**src/rtl/mdh_pkg.sv**
```systemverilog
// ----------------------------------------------------------------------------
// mdh_pkg
// Shared types, constants and the octant quantiser for the motion direction
// histogram block.
// ----------------------------------------------------------------------------
package mdh_pkg;

   // field widths
   localparam int CoordWidth = 16;
   localparam int CountWidth = 10;
   localparam int CodeWidth  = 4;
   localparam int BinCount   = 8;
   localparam int BinIdxWidth = $clog2(BinCount);
   localparam int CsrIdxWidth = 4;
   localparam int CsrDataWidth = 16;

   // tan(22.5 deg) in Q16
   localparam logic [14:0] TanQ16 = 15'd27146;

   // codes
   localparam logic [CodeWidth-1:0]  NoDirection = 4'd8;
   localparam logic [CountWidth-1:0] CountMax    = 10'd1023;

   // direction codes, counterclockwise from +x
   localparam logic [CodeWidth-1:0] DirEast      = 4'd0;
   localparam logic [CodeWidth-1:0] DirNorthEast = 4'd1;
   localparam logic [CodeWidth-1:0] DirNorth     = 4'd2;
   localparam logic [CodeWidth-1:0] DirNorthWest = 4'd3;
   localparam logic [CodeWidth-1:0] DirWest      = 4'd4;
   localparam logic [CodeWidth-1:0] DirSouthWest = 4'd5;
   localparam logic [CodeWidth-1:0] DirSouth     = 4'd6;
   localparam logic [CodeWidth-1:0] DirSouthEast = 4'd7;

   localparam logic KindVerdict = 1'b0;
   localparam logic KindReport  = 1'b1;

   // register indexes on the csr port
   localparam logic [CsrIdxWidth-1:0] RegMotionThreshold = 4'd0;
   localparam logic [CsrIdxWidth-1:0] RegReportThreshold = 4'd1;

   // reset values
   localparam logic [CoordWidth-1:0] MotionThresholdReset = 16'd32;
   localparam logic [CountWidth-1:0] ReportThresholdReset = 10'd10;

   // one input word, last field in the lowest bits
   typedef struct packed {
      logic                  last_point;
      logic                  tracked;
      logic [CoordWidth-1:0] start_y;
      logic [CoordWidth-1:0] start_x;
      logic [CoordWidth-1:0] cur_y;
      logic [CoordWidth-1:0] cur_x;
      logic [CoordWidth-1:0] prev_y;
      logic [CoordWidth-1:0] prev_x;
   } item_type;

   // one result word
   typedef struct packed {
      logic                  run_last;
      logic                  above_threshold;
      logic [CountWidth-1:0] bin_count;
      logic [CodeWidth-1:0]  direction_code;
      logic                  kept;
      logic                  report_kind;
   } beat_type;

   typedef logic [BinCount-1:0][CountWidth-1:0] bins_type;

   // absolute difference of two coordinates
   function automatic logic [CoordWidth-1:0] abs_diff(input logic [CoordWidth-1:0] a,
                                                      input logic [CoordWidth-1:0] b);
      return (a > b) ? (a - b) : (b - a);
   endfunction

   // nearest octant of the displacement start -> current; NoDirection if zero
   function automatic logic [CodeWidth-1:0] octant_code(input logic [CoordWidth-1:0] cx,
                                                        input logic [CoordWidth-1:0] cy,
                                                        input logic [CoordWidth-1:0] sx,
                                                        input logic [CoordWidth-1:0] sy);
      logic [CoordWidth-1:0] ax;
      logic [CoordWidth-1:0] ay;
      logic                  xpos;
      logic                  ypos;
      logic [31:0]           ay_sh;
      logic [31:0]           ax_sh;
      logic [31:0]           tan_ax;
      logic [31:0]           tan_ay;
      logic [CodeWidth-1:0]  code;
      ax     = abs_diff(cx, sx);
      ay     = abs_diff(cy, sy);
      xpos   = cx > sx;
      ypos   = cy > sy;
      ay_sh  = {ay, 16'd0};
      ax_sh  = {ax, 16'd0};
      tan_ax = 32'({17'd0, TanQ16} * {16'd0, ax});
      tan_ay = 32'({17'd0, TanQ16} * {16'd0, ay});
      if (ax == '0 && ay == '0) begin
         code = NoDirection;
      end else if (ay_sh < tan_ax) begin
         code = xpos ? DirEast : DirWest;
      end else if (ax_sh < tan_ay) begin
         code = ypos ? DirNorth : DirSouth;
      end else if (ypos) begin
         code = xpos ? DirNorthEast : DirNorthWest;
      end else begin
         code = xpos ? DirSouthEast : DirSouthWest;
      end
      return code;
   endfunction

endpackage

```
**src/rtl/motion_direction_histogram.sv**
```systemverilog
// ----------------------------------------------------------------------------
// motion_direction_histogram
// Keeps tracked, moving feature points, quantises their displacement to one
// of eight octants and counts them; reports all eight bins at frame end.
// ----------------------------------------------------------------------------
//  channel  direction  handshake                 payload
//  req      in         req_tvalid / req_tready   tdata positions, tuser tracked,
//                                                tlast last point of frame
//  rsp      out        rsp_tvalid / rsp_tready   tdata verdict or bin report,
//                                                tuser kind, tlast last of item
//  csr      in         csr_valid / csr_ready     csr_index, csr_data
//
//  One point per cycle when neither the output nor a report run stalls: input
//  register, then verdict logic (two constant 16x15 multiplies and compares)
//  into the result register. A frame-end point adds eight report words, sent
//  from a snapshot bank; the input stalls while they are sent. Reset is
//  synchronous and clears valids, counters and thresholds to their defaults.
//  A stalled result holds the input register; csr writes are always taken.
// ----------------------------------------------------------------------------
module motion_direction_histogram (
   input  logic                              clock,
   input  logic                              reset,
   // request
   input  logic                              req_tvalid,
   output logic                              req_tready,
   // prev_x, prev_y, cur_x, cur_y, start_x, start_y
   input  logic [95:0]                       req_tdata,
   // tracked
   input  logic                              req_tuser,
   input  logic                              req_tlast,
   // response
   output logic                              rsp_tvalid,
   input  logic                              rsp_tready,
   // kept, direction_code[3:0], bin_count[9:0], above_threshold
   output logic [15:0]                       rsp_tdata,
   // report_kind
   output logic                              rsp_tuser,
   output logic                              rsp_tlast,
   // configuration
   input  logic                              csr_valid,
   output logic                              csr_ready,
   input  logic [mdh_pkg::CsrIdxWidth-1:0]   csr_index,
   input  logic [mdh_pkg::CsrDataWidth-1:0]  csr_data
);
   import mdh_pkg::*;

   // registers
   logic                   s1_valid_ff, s1_valid_in;
   item_type               s1_item_ff, s1_item_in;
   logic                   rsp_valid_ff, rsp_valid_in;
   beat_type               rsp_beat_ff, rsp_beat_in;
   logic                   rep_busy_ff, rep_busy_in;
   logic [BinIdxWidth-1:0] rep_idx_ff, rep_idx_in;
   bins_type               bank_ff, bank_in;
   bins_type               cnt_ff, cnt_in;
   logic [CoordWidth-1:0]  motion_thr_ff, motion_thr_in;
   logic [CountWidth-1:0]  report_thr_ff, report_thr_in;

   // verdict datapath
   logic [CoordWidth:0]    motion;
   logic                   kept;
   logic [CodeWidth-1:0]   code;
   logic                   counted;
   logic [BinIdxWidth-1:0] bin_idx;
   logic [CountWidth-1:0]  cnt_old;
   logic [CountWidth-1:0]  cnt_new;
   beat_type               verdict_beat;
   beat_type               report_beat;
   bins_type               cnt_upd;

   // handshake
   logic                   out_free;
   logic                   s1_adv;
   logic                   frame_end;

   assign out_free   = !rsp_valid_ff || rsp_tready;
   assign s1_adv     = out_free && !rep_busy_ff && s1_valid_ff;
   assign frame_end  = s1_adv && s1_item_ff.last_point;
   assign req_tready = !s1_valid_ff || s1_adv;
   assign csr_ready  = 1'b1;

   // point verdict
   always_comb begin
      motion  = {1'b0, abs_diff(s1_item_ff.cur_x, s1_item_ff.prev_x)}
              + {1'b0, abs_diff(s1_item_ff.cur_y, s1_item_ff.prev_y)};
      kept    = s1_item_ff.tracked && (motion > {1'b0, motion_thr_ff});
      code    = kept ? octant_code(s1_item_ff.cur_x, s1_item_ff.cur_y,
                                   s1_item_ff.start_x, s1_item_ff.start_y)
                     : NoDirection;
      counted = kept && (code != NoDirection);
      bin_idx = code[BinIdxWidth-1:0];
      cnt_old = cnt_ff[bin_idx];
      cnt_new = (cnt_old == CountMax) ? cnt_old : cnt_old + 10'd1;

      verdict_beat.report_kind     = KindVerdict;
      verdict_beat.kept            = kept;
      verdict_beat.direction_code  = code;
      verdict_beat.bin_count       = counted ? cnt_new : '0;
      verdict_beat.above_threshold = counted && (cnt_new > report_thr_ff);
      verdict_beat.run_last        = !s1_item_ff.last_point;

      cnt_upd = cnt_ff;
      if (counted) begin
         cnt_upd[bin_idx] = cnt_new;
      end
   end

   // bin report from the snapshot bank
   always_comb begin
      report_beat.report_kind     = KindReport;
      report_beat.kept            = 1'b0;
      report_beat.direction_code  = {1'b0, rep_idx_ff};
      report_beat.bin_count       = bank_ff[rep_idx_ff];
      report_beat.above_threshold = bank_ff[rep_idx_ff] > report_thr_ff;
      report_beat.run_last        = (rep_idx_ff == BinIdxWidth'(BinCount - 1));
   end

   // next state
   always_comb begin
      s1_valid_in   = s1_valid_ff;
      s1_item_in    = s1_item_ff;
      rsp_valid_in  = rsp_valid_ff;
      rsp_beat_in   = rsp_beat_ff;
      rep_busy_in   = rep_busy_ff;
      rep_idx_in    = rep_idx_ff;
      bank_in       = bank_ff;
      cnt_in        = cnt_ff;
      motion_thr_in = motion_thr_ff;
      report_thr_in = report_thr_ff;

      // input register
      if (req_tready) begin
         s1_valid_in = req_tvalid;
         s1_item_in  = {req_tlast, req_tuser, req_tdata};
      end

      // result register and report sequencer
      if (out_free) begin
         if (rep_busy_ff) begin
            rsp_valid_in = 1'b1;
            rsp_beat_in  = report_beat;
            rep_idx_in   = rep_idx_ff + 1'b1;
            if (rep_idx_ff == BinIdxWidth'(BinCount - 1)) begin
               rep_busy_in = 1'b0;
            end
         end else if (s1_valid_ff) begin
            rsp_valid_in = 1'b1;
            rsp_beat_in  = verdict_beat;
            cnt_in       = cnt_upd;
            if (s1_item_ff.last_point) begin
               bank_in     = cnt_upd;
               cnt_in      = '0;
               rep_busy_in = 1'b1;
               rep_idx_in  = '0;
            end
         end else begin
            rsp_valid_in = 1'b0;
         end
      end

      // configuration writes
      if (csr_valid) begin
         case (csr_index)
            RegMotionThreshold: motion_thr_in = csr_data;
            RegReportThreshold: report_thr_in = csr_data[CountWidth-1:0];
            default: ;
         endcase
      end
   end

   // control state
   always_ff @(posedge clock) begin
      if (reset) begin
         s1_valid_ff   <= 1'b0;
         rsp_valid_ff  <= 1'b0;
         rep_busy_ff   <= 1'b0;
         rep_idx_ff    <= '0;
         cnt_ff        <= '0;
         motion_thr_ff <= MotionThresholdReset;
         report_thr_ff <= ReportThresholdReset;
      end else begin
         s1_valid_ff   <= s1_valid_in;
         rsp_valid_ff  <= rsp_valid_in;
         rep_busy_ff   <= rep_busy_in;
         rep_idx_ff    <= rep_idx_in;
         cnt_ff        <= cnt_in;
         motion_thr_ff <= motion_thr_in;
         report_thr_ff <= report_thr_in;
      end
   end

   // payload
   always_ff @(posedge clock) begin
      s1_item_ff  <= s1_item_in;
      rsp_beat_ff <= rsp_beat_in;
      bank_ff     <= bank_in;
   end

   // outputs
   assign rsp_tvalid = rsp_valid_ff;
   assign rsp_tuser  = rsp_beat_ff.report_kind;
   assign rsp_tlast  = rsp_beat_ff.run_last;
   assign rsp_tdata  = {rsp_beat_ff.above_threshold, rsp_beat_ff.bin_count,
                        rsp_beat_ff.direction_code, rsp_beat_ff.kept};

`ifndef NO_ASSERTIONS
   // a frame-end verdict starts the report run at bin zero
   a_report_start: assert property (@(posedge clock) disable iff (reset)
      frame_end |=> (rep_busy_ff && rep_idx_ff == '0))
      else $error("report run did not start after frame end");

   // counters are clear right after a frame end
   a_counters_clear: assert property (@(posedge clock) disable iff (reset)
      frame_end |=> (cnt_ff == '0))
      else $error("bin counters not cleared at frame end");

   // no new point enters the output while reports are being sent
   a_no_verdict_in_run: assert property (@(posedge clock) disable iff (reset)
      (rep_busy_ff && out_free) |=> (rsp_valid_ff && rsp_beat_ff.report_kind == KindReport))
      else $error("verdict word interleaved with bin reports");

   // the closing report word carries the last bin
   a_last_report_bin: assert property (@(posedge clock) disable iff (reset)
      (rsp_valid_ff && rsp_beat_ff.report_kind == KindReport && rsp_beat_ff.run_last)
         |-> (rsp_beat_ff.direction_code == CodeWidth'(BinCount - 1)))
      else $error("report run closed on the wrong bin");
`endif

endmodule
```
**config.mk**
```make
export PLATFORM = sky130hd
export DESIGN_NAME = motion_direction_histogram
export DESIGN_NICKNAME = d
export VERILOG_FILES = /design/src/rtl/mdh_pkg.sv /design/src/rtl/motion_direction_histogram.sv
export SDC_FILE = /design/constraint.sdc
export NUM_CORES = 1
export LEC_CHECK = 0
export ABC_CLOCK_PERIOD_IN_PS = 30400
export BUFFER_PORTS_ARGS = -buffer_cell sky130_fd_sc_hd__buf_2
export CAP_MARGIN = 10
export CORE_MARGIN = 2
export CORE_UTILIZATION = 30
export CTS_CLUSTER_DIAMETER = 200
export DETAILED_ROUTE_END_ITERATION = 10
export PLACE_DENSITY_LB_ADDON = 0.2
export REMOVE_ABC_BUFFERS = 1
export SYNTH_ARGS = -nofsm -noshare
export SYNTH_HDL_FRONTEND = slang
export SYNTH_SLANG_ARGS = --single-unit
```
**constraint.sdc**
```tcl
create_clock -name clock -period 30.4 [get_ports clock]
set_clock_uncertainty 0.05 [all_clocks]
set_input_delay 3.04 -clock clock [delete_from_list [all_inputs] [get_ports clock]]
set_output_delay 3.04 -clock clock [all_outputs]
set_load 0.05 [all_outputs]
```
== Yosys cells after proc, flatten, opt, wreduce, memory -nomap -nowiden ==
Cells that the tools add are included.
Operators by class
  $add $sub $neg: 11
  $mul: 2
  magnitude comparators: 12
  equality and inequality tests: 4
  muxes and demuxes: 35
  bitwise logic cells: 1
  reduce and logical (&&, ||, !) cells: 24
Operators with widths (count)
  80-bit two-way mux: 2
  16-bit subtractor: 8
  80-bit bitwise mux: 1
  16-bit > comparator: 4
  32-bit by 31-bit < comparator with 1-bit output: 2
  16-bit two-way mux: 4
  10-bit binary-select mux with 3-bit select: 2
  14-bit by 16-bit multiplier with 30-bit output, first input constant: 2
  10-bit two-way mux: 5
  18-bit two-way mux: 2
  16-bit logical NOT: 2
  10-bit demux with 3-bit select: 1
  3-bit two-way mux: 8
  10-bit > comparator: 2
  16-bit by 16-bit adder with 17-bit output: 1
  17-bit by 16-bit > comparator with 1-bit output: 1
  10-bit by 1-bit adder with 10-bit output, second input constant: 1
  10-bit equality test, second input constant: 1
  3-bit by 4-bit < comparator with 1-bit output, second input constant: 2
  4-bit two-way mux: 2
  1-bit logical AND: 7
  1-bit two-way mux: 6
  2-bit AND reduction: 3
  3-bit AND reduction: 2
  other kinds (12): 18
Word-level totals
  bits in registers: 308
  input bits: 123
  word-level logic and storage cells: 126

== Depth between registers and ports, before layout ==
  depth in word-level cells: 16
  mapped depth: 77
  gate-level depth less buffers: 72

== Worst setup path before layout ==
No wires, ideal clock.
  path type: reg-to-reg
  start point: register s1_item_ff[32] (netlist bit)
  end point: register rsp_beat_ff (netlist bit rsp_tdata[15]), data pin
  setup time: 260 ps
  arrival time: 14956 ps
  slack: 15134 ps
  cell stages (with the launch flop): 74
  period minus slack after synthesis: 15266 ps
  path through: edfxtp_1 inv_1 ha_1 inv_1 fa_1 a211oi_1 nor2_1 o2111a_1 o21ai_2 mux2i_1 o2bb2ai_1 o2bb2ai_1 xor2_1 nor2_1 or2_2 fa_1 inv_1 fa_1 [... 38 more ...] a2111o_1 or4_1 or4b_1 buf_4 nand3b_2 xor2_2 buf_6 ha_1 a21o_1 a21o_1 a21oi_1 nor2b_1 o21ai_0 nand2_1 a21o_1 a21oi_1 or4_1 o31ai_1
Between the ends
  longest elaborated chain between the ends: 15
  elaborated cells on any way between the ends: 35
RTL lines
  start, declared: RTL line motion_direction_histogram.sv:49  | item_type s1_item_ff, s1_item_in;
  start signal, assigned: RTL line motion_direction_histogram.sv:194  | s1_item_ff <= s1_item_in;
  16-bit subtractor or 16-bit > comparator (tied branches): RTL line mdh_pkg.sv:72, mdh_pkg.sv:91
  16-bit two-way mux (tied with other cells): RTL line mdh_pkg.sv:72  | return (a > b) ? (a - b) : (b - a);
  14-bit by 16-bit multiplier with 30-bit output (tied with other cells): RTL line mdh_pkg.sv:95  | tan_ax = 32'({17'd0, TanQ16} * {16'd0, ax});
  32-bit by 31-bit < comparator with 1-bit output or 3-bit two-way mux (tied branches): RTL line mdh_pkg.sv:99, mdh_pkg.sv:101
  3-bit two-way mux: RTL line mdh_pkg.sv:99  | end else if (ay_sh < tan_ax) begin
  4-bit two-way mux: RTL line mdh_pkg.sv:97  | if (ax == '0 && ay == '0) begin
  4-bit two-way mux: RTL line motion_direction_histogram.sv:87  | code = kept ? octant_code(s1_item_ff.cur_x, s1_item_ff.cur_y,
  10-bit binary-select mux with 3-bit select: RTL line motion_direction_histogram.sv:92  | cnt_old = cnt_ff[bin_idx];
  10-bit two-way mux (implied by the code): RTL line motion_direction_histogram.sv:92
  10-bit by 1-bit adder with 10-bit output or 10-bit equality test (tied branches): RTL line motion_direction_histogram.sv:93  | cnt_new = (cnt_old == CountMax) ? cnt_old : cnt_old + 10'd1;
  10-bit two-way mux: RTL line motion_direction_histogram.sv:93
  10-bit > comparator: RTL line motion_direction_histogram.sv:99  | verdict_beat.above_threshold = counted && (cnt_new > report_thr_ff);
  1-bit logical AND *: RTL line motion_direction_histogram.sv:99
  18-bit two-way mux *: RTL line motion_direction_histogram.sv:146  | end else if (s1_valid_ff) begin
  18-bit two-way mux *: RTL line motion_direction_histogram.sv:139  | if (rep_busy_ff) begin
  end signal, assigned: RTL line motion_direction_histogram.sv:195  | rsp_beat_ff <= rsp_beat_in;
  end, declared: RTL line motion_direction_histogram.sv:51  | beat_type rsp_beat_ff, rsp_beat_in;
Every way passes the cells marked *; elsewhere a longest branch is shown, timed or not. The select of a mux whose other input is x is not followed.
A chain may end at the register's enable or synchronous reset.

== Worst setup path in the final report ==
Ends and elaborated chain as after synthesis.

==> run metrics <==
Routed met3 length=4.217 mm; startpoint types=register; largest net degree at the start of global routing=58; max frequency=0.05416 GHz; worst relative slew slack=0.1096; drt wl/cell=20.93 µm; Critical Path AT=18.74 ns; Die Height=309.8 µm; Reg area=8128 µm²; Worst R2R End=rsp_tdata[15]; Avg Inst Size Synth=9.428 µm²; Multi-input gate area=17980 µm²; Finish-stage setup viols=0; First DRT Iteration DRCs=1615; die area=95960 µm²; CTS clk-pin slew, worst paths=0.06 ns; Synth area leaders=edfxtp_1 (21%), ha_1 (20%), dfxtp_1 (8.0%), fa_1 (5.9%), inv_1 (5.6%); nets@finish=3759; Synth area leader=edfxtp_1; Final Wtd Congestion=0.9097; Initial Util=0.3014; top_reg_cell synth=edfxtp_1; Async S/R FF share, synth=0; CTS tree=yes; worst r2r src=s1_item_ff[32]; Routed Antenna Nets=0; via count=22168; Min Hold Slack=0.4043 ns; crit end category=register; Syn Inst Count=2975; hpwl dp=72.82 mm; Synth top area share=0.2098; Num CTS Buffers=40; WHS Endpoint=motion_thr_ff[13]; Cells after DPL=4324; CP required=30.67 ns; critical path type=register to register; EDFF count, synth=196; met1 wire length=42.44 mm; DR DRC count=0; Layout fillers=9741; Antenna Cells=0; unrepaired setup endpoints after global routing=false; Worst R2R Setup Slack=11.94 ns; CP max stage delay=0.81 ns; Tcrit/Tclk final=0.6074; FP Rows=112; PortBufs=142; first-pass GRT wire length=138.2 mm; drt first pass iters=6; Clk Tree Root Cell=clkbuf_16; Reg2Reg Depth=71; most used cell, CP=inv_1; wire length on met2=42.84 mm; postcts setup bufs=0; Die X-Extent=309.8 µm; final wirelength=92.05 mm; Longest Clk Path Bufs=3; num ports=144; Seq/Total Area, Yosys=0.2898; GRT Overall Usage=0.1918; Area Overhead vs Synth=13.31%; HP Class=register to register; top sig layer=met5; hold_sp=motion_thr_ff[13]; crit path max fanout=28; synth cell count leaders=ha_1 (441), inv_1 (421), nand2_1 (210); post_cts resized=0; vias in the first global route=22139; synthesized flop and latch total=308; Via density=5.040; Fin. Hold Viols=0; synth warn=0; status=finished clean; hold_buf cts=0; cell area after synthesis=28050 µm²; Synth cell types=96; minimum clock period=18.46 ns; Max Cap Viol=0; final slew viol count=0; initial antenna violation count=4; Clk Latency, worst-skew pair=0.58 ns; CP max-delay cell=or4b_1; share of layout cells above drive strength 1=0.1234; H-tree levels=2; Clock Sinks=308; Worst Tran Pin Value=1.336 ns; hold depth=2; most numerous cell in the Yosys netlist=ha_1; Finished Layout Cells=4398; final setup TNS=0 ns; core area=93050 µm²; remaining global-route overflow=0
[critical path: cells and delay by family (launching register included)]
family | cells | cell delay, ns
XOR/XNOR | 3 | 1.35
AO/OA/AOI/OAI | 27 | 5.28
buffers and inverters | 10 | 1.15
multiplexers | 2 | 0.57
flip-flops | 1 | 0.41
AND/OR/NAND/NOR | 18 | 5.22
adder cells (fa/ha/maj) | 11 | 4.10
[cell families after synthesis]
logic type,count (synthesis),share of synthesized area
AO/OA/AOI/OAI,710,0.1681
XOR/XNOR,115,0.03698
adder cells (fa/ha/maj),524,0.2560
buffers and inverters,518,0.07177
flip-flops,308,0.2898
multiplexers,135,0.06040
other,1,0.0001337
AND/OR/NAND/NOR,664,0.1169
[metal layers]
layer / up-vias / global-route usage
li1: 10844 / -
met1: 10626 / 0.2582
met2: 557 / 0.3196
met3: 135 / 0.02691
met4: 6 / 0.05494
met5: - / 0
[area by class of cell]
| type | instances | area share |
|---|---|---|
| Inverter | 422 | 0.04984 |
| Clock inverter | 25 | 0.01146 |
| Multi-Input combinational cell | 2149 | 0.5658 |
| Clock buffer | 49 | 0.03386 |
| Sequential cell | 308 | 0.2557 |
| Timing Repair Buffer | 191 | 0.03393 |
| Tap cell | 1254 | 0.04937 |
[flip-flops by register name, summed over array words and instances, names as in the netlist]
| name | flops |
|---|---|
| rsp_tuser | 1 |
| cnt_ff | 80 |
| rep_idx_ff | 3 |
| bank_ff | 80 |
| s1_item_ff | 98 |
| s1_valid_ff | 1 |
| motion_thr_ff | 16 |
| rsp_tvalid | 1 |
| rsp_tlast | 1 |
| rep_busy_ff | 1 |
| report_thr_ff | 10 |
| rsp_tdata | 16 |
[cells in the final DEF (no fill, tap or decap), drive strengths merged, types with 10 or more instances in the layout]
master | synthesis | routed
dfxtp | 112 | 112
nand2 | 210 | 210
or3 | 14 | 14
a22o | 64 | 64
o21bai | 26 | 26
o31ai | 12 | 12
xnor2 | 70 | 70
inv | 422 | 427
clkbuf | 66 | 49
and3 | 16 | 16
a211oi | 22 | 22
ha | 441 | 441
buf | 30 | 191
and4 | 12 | 12
o211ai | 14 | 14
a221oi | 11 | 11
clkinv | 0 | 12
nor3 | 54 | 54
nand2b | 39 | 39
a2111oi | 10 | 10
xor2 | 44 | 44
nor2b | 29 | 29
and2 | 14 | 14
o21a | 22 | 22
nor2 | 145 | 145
fa | 83 | 83
mux2 | 71 | 71
a21oi | 181 | 181
o22ai | 12 | 12
mux4 | 20 | 20
nand4 | 38 | 38
a21o | 93 | 93
a31oi | 14 | 14
mux2i | 44 | 44
o21ai | 158 | 158
nand3 | 50 | 50
edfxtp | 196 | 196
[worst max path at each step]
stage,slack [ns],startpoint,to,depth (start not counted)
global placement,12.35,s1_item_ff[32],rsp_tdata[15],71
global route,10.62,s1_item_ff[32],rsp_tdata[15],71
floorplan,14.00,s1_item_ff[48],rsp_tdata[15],65
finish,11.94,s1_item_ff[32],rsp_tdata[15],71
detailed placement,12.10,s1_item_ff[32],rsp_tdata[15],71
CTS,12.01,s1_item_ff[32],rsp_tdata[15],71
[through the flow]
step,utilization,instance area [µm²],worst slack (ns)
after CTS,0.3416,31780,12.01
after detailed placement,0.3261,30340,12.10
final,0.3416,31780,11.94
after global placement,0.3261,30340,12.35
after floorplan,-,27620,14.00
after global routing,0.3416,31780,10.62
Power is left out: the tool's default activity adds up to more than one toggle a clock period on the data nets, which glitch-free logic cannot reach.
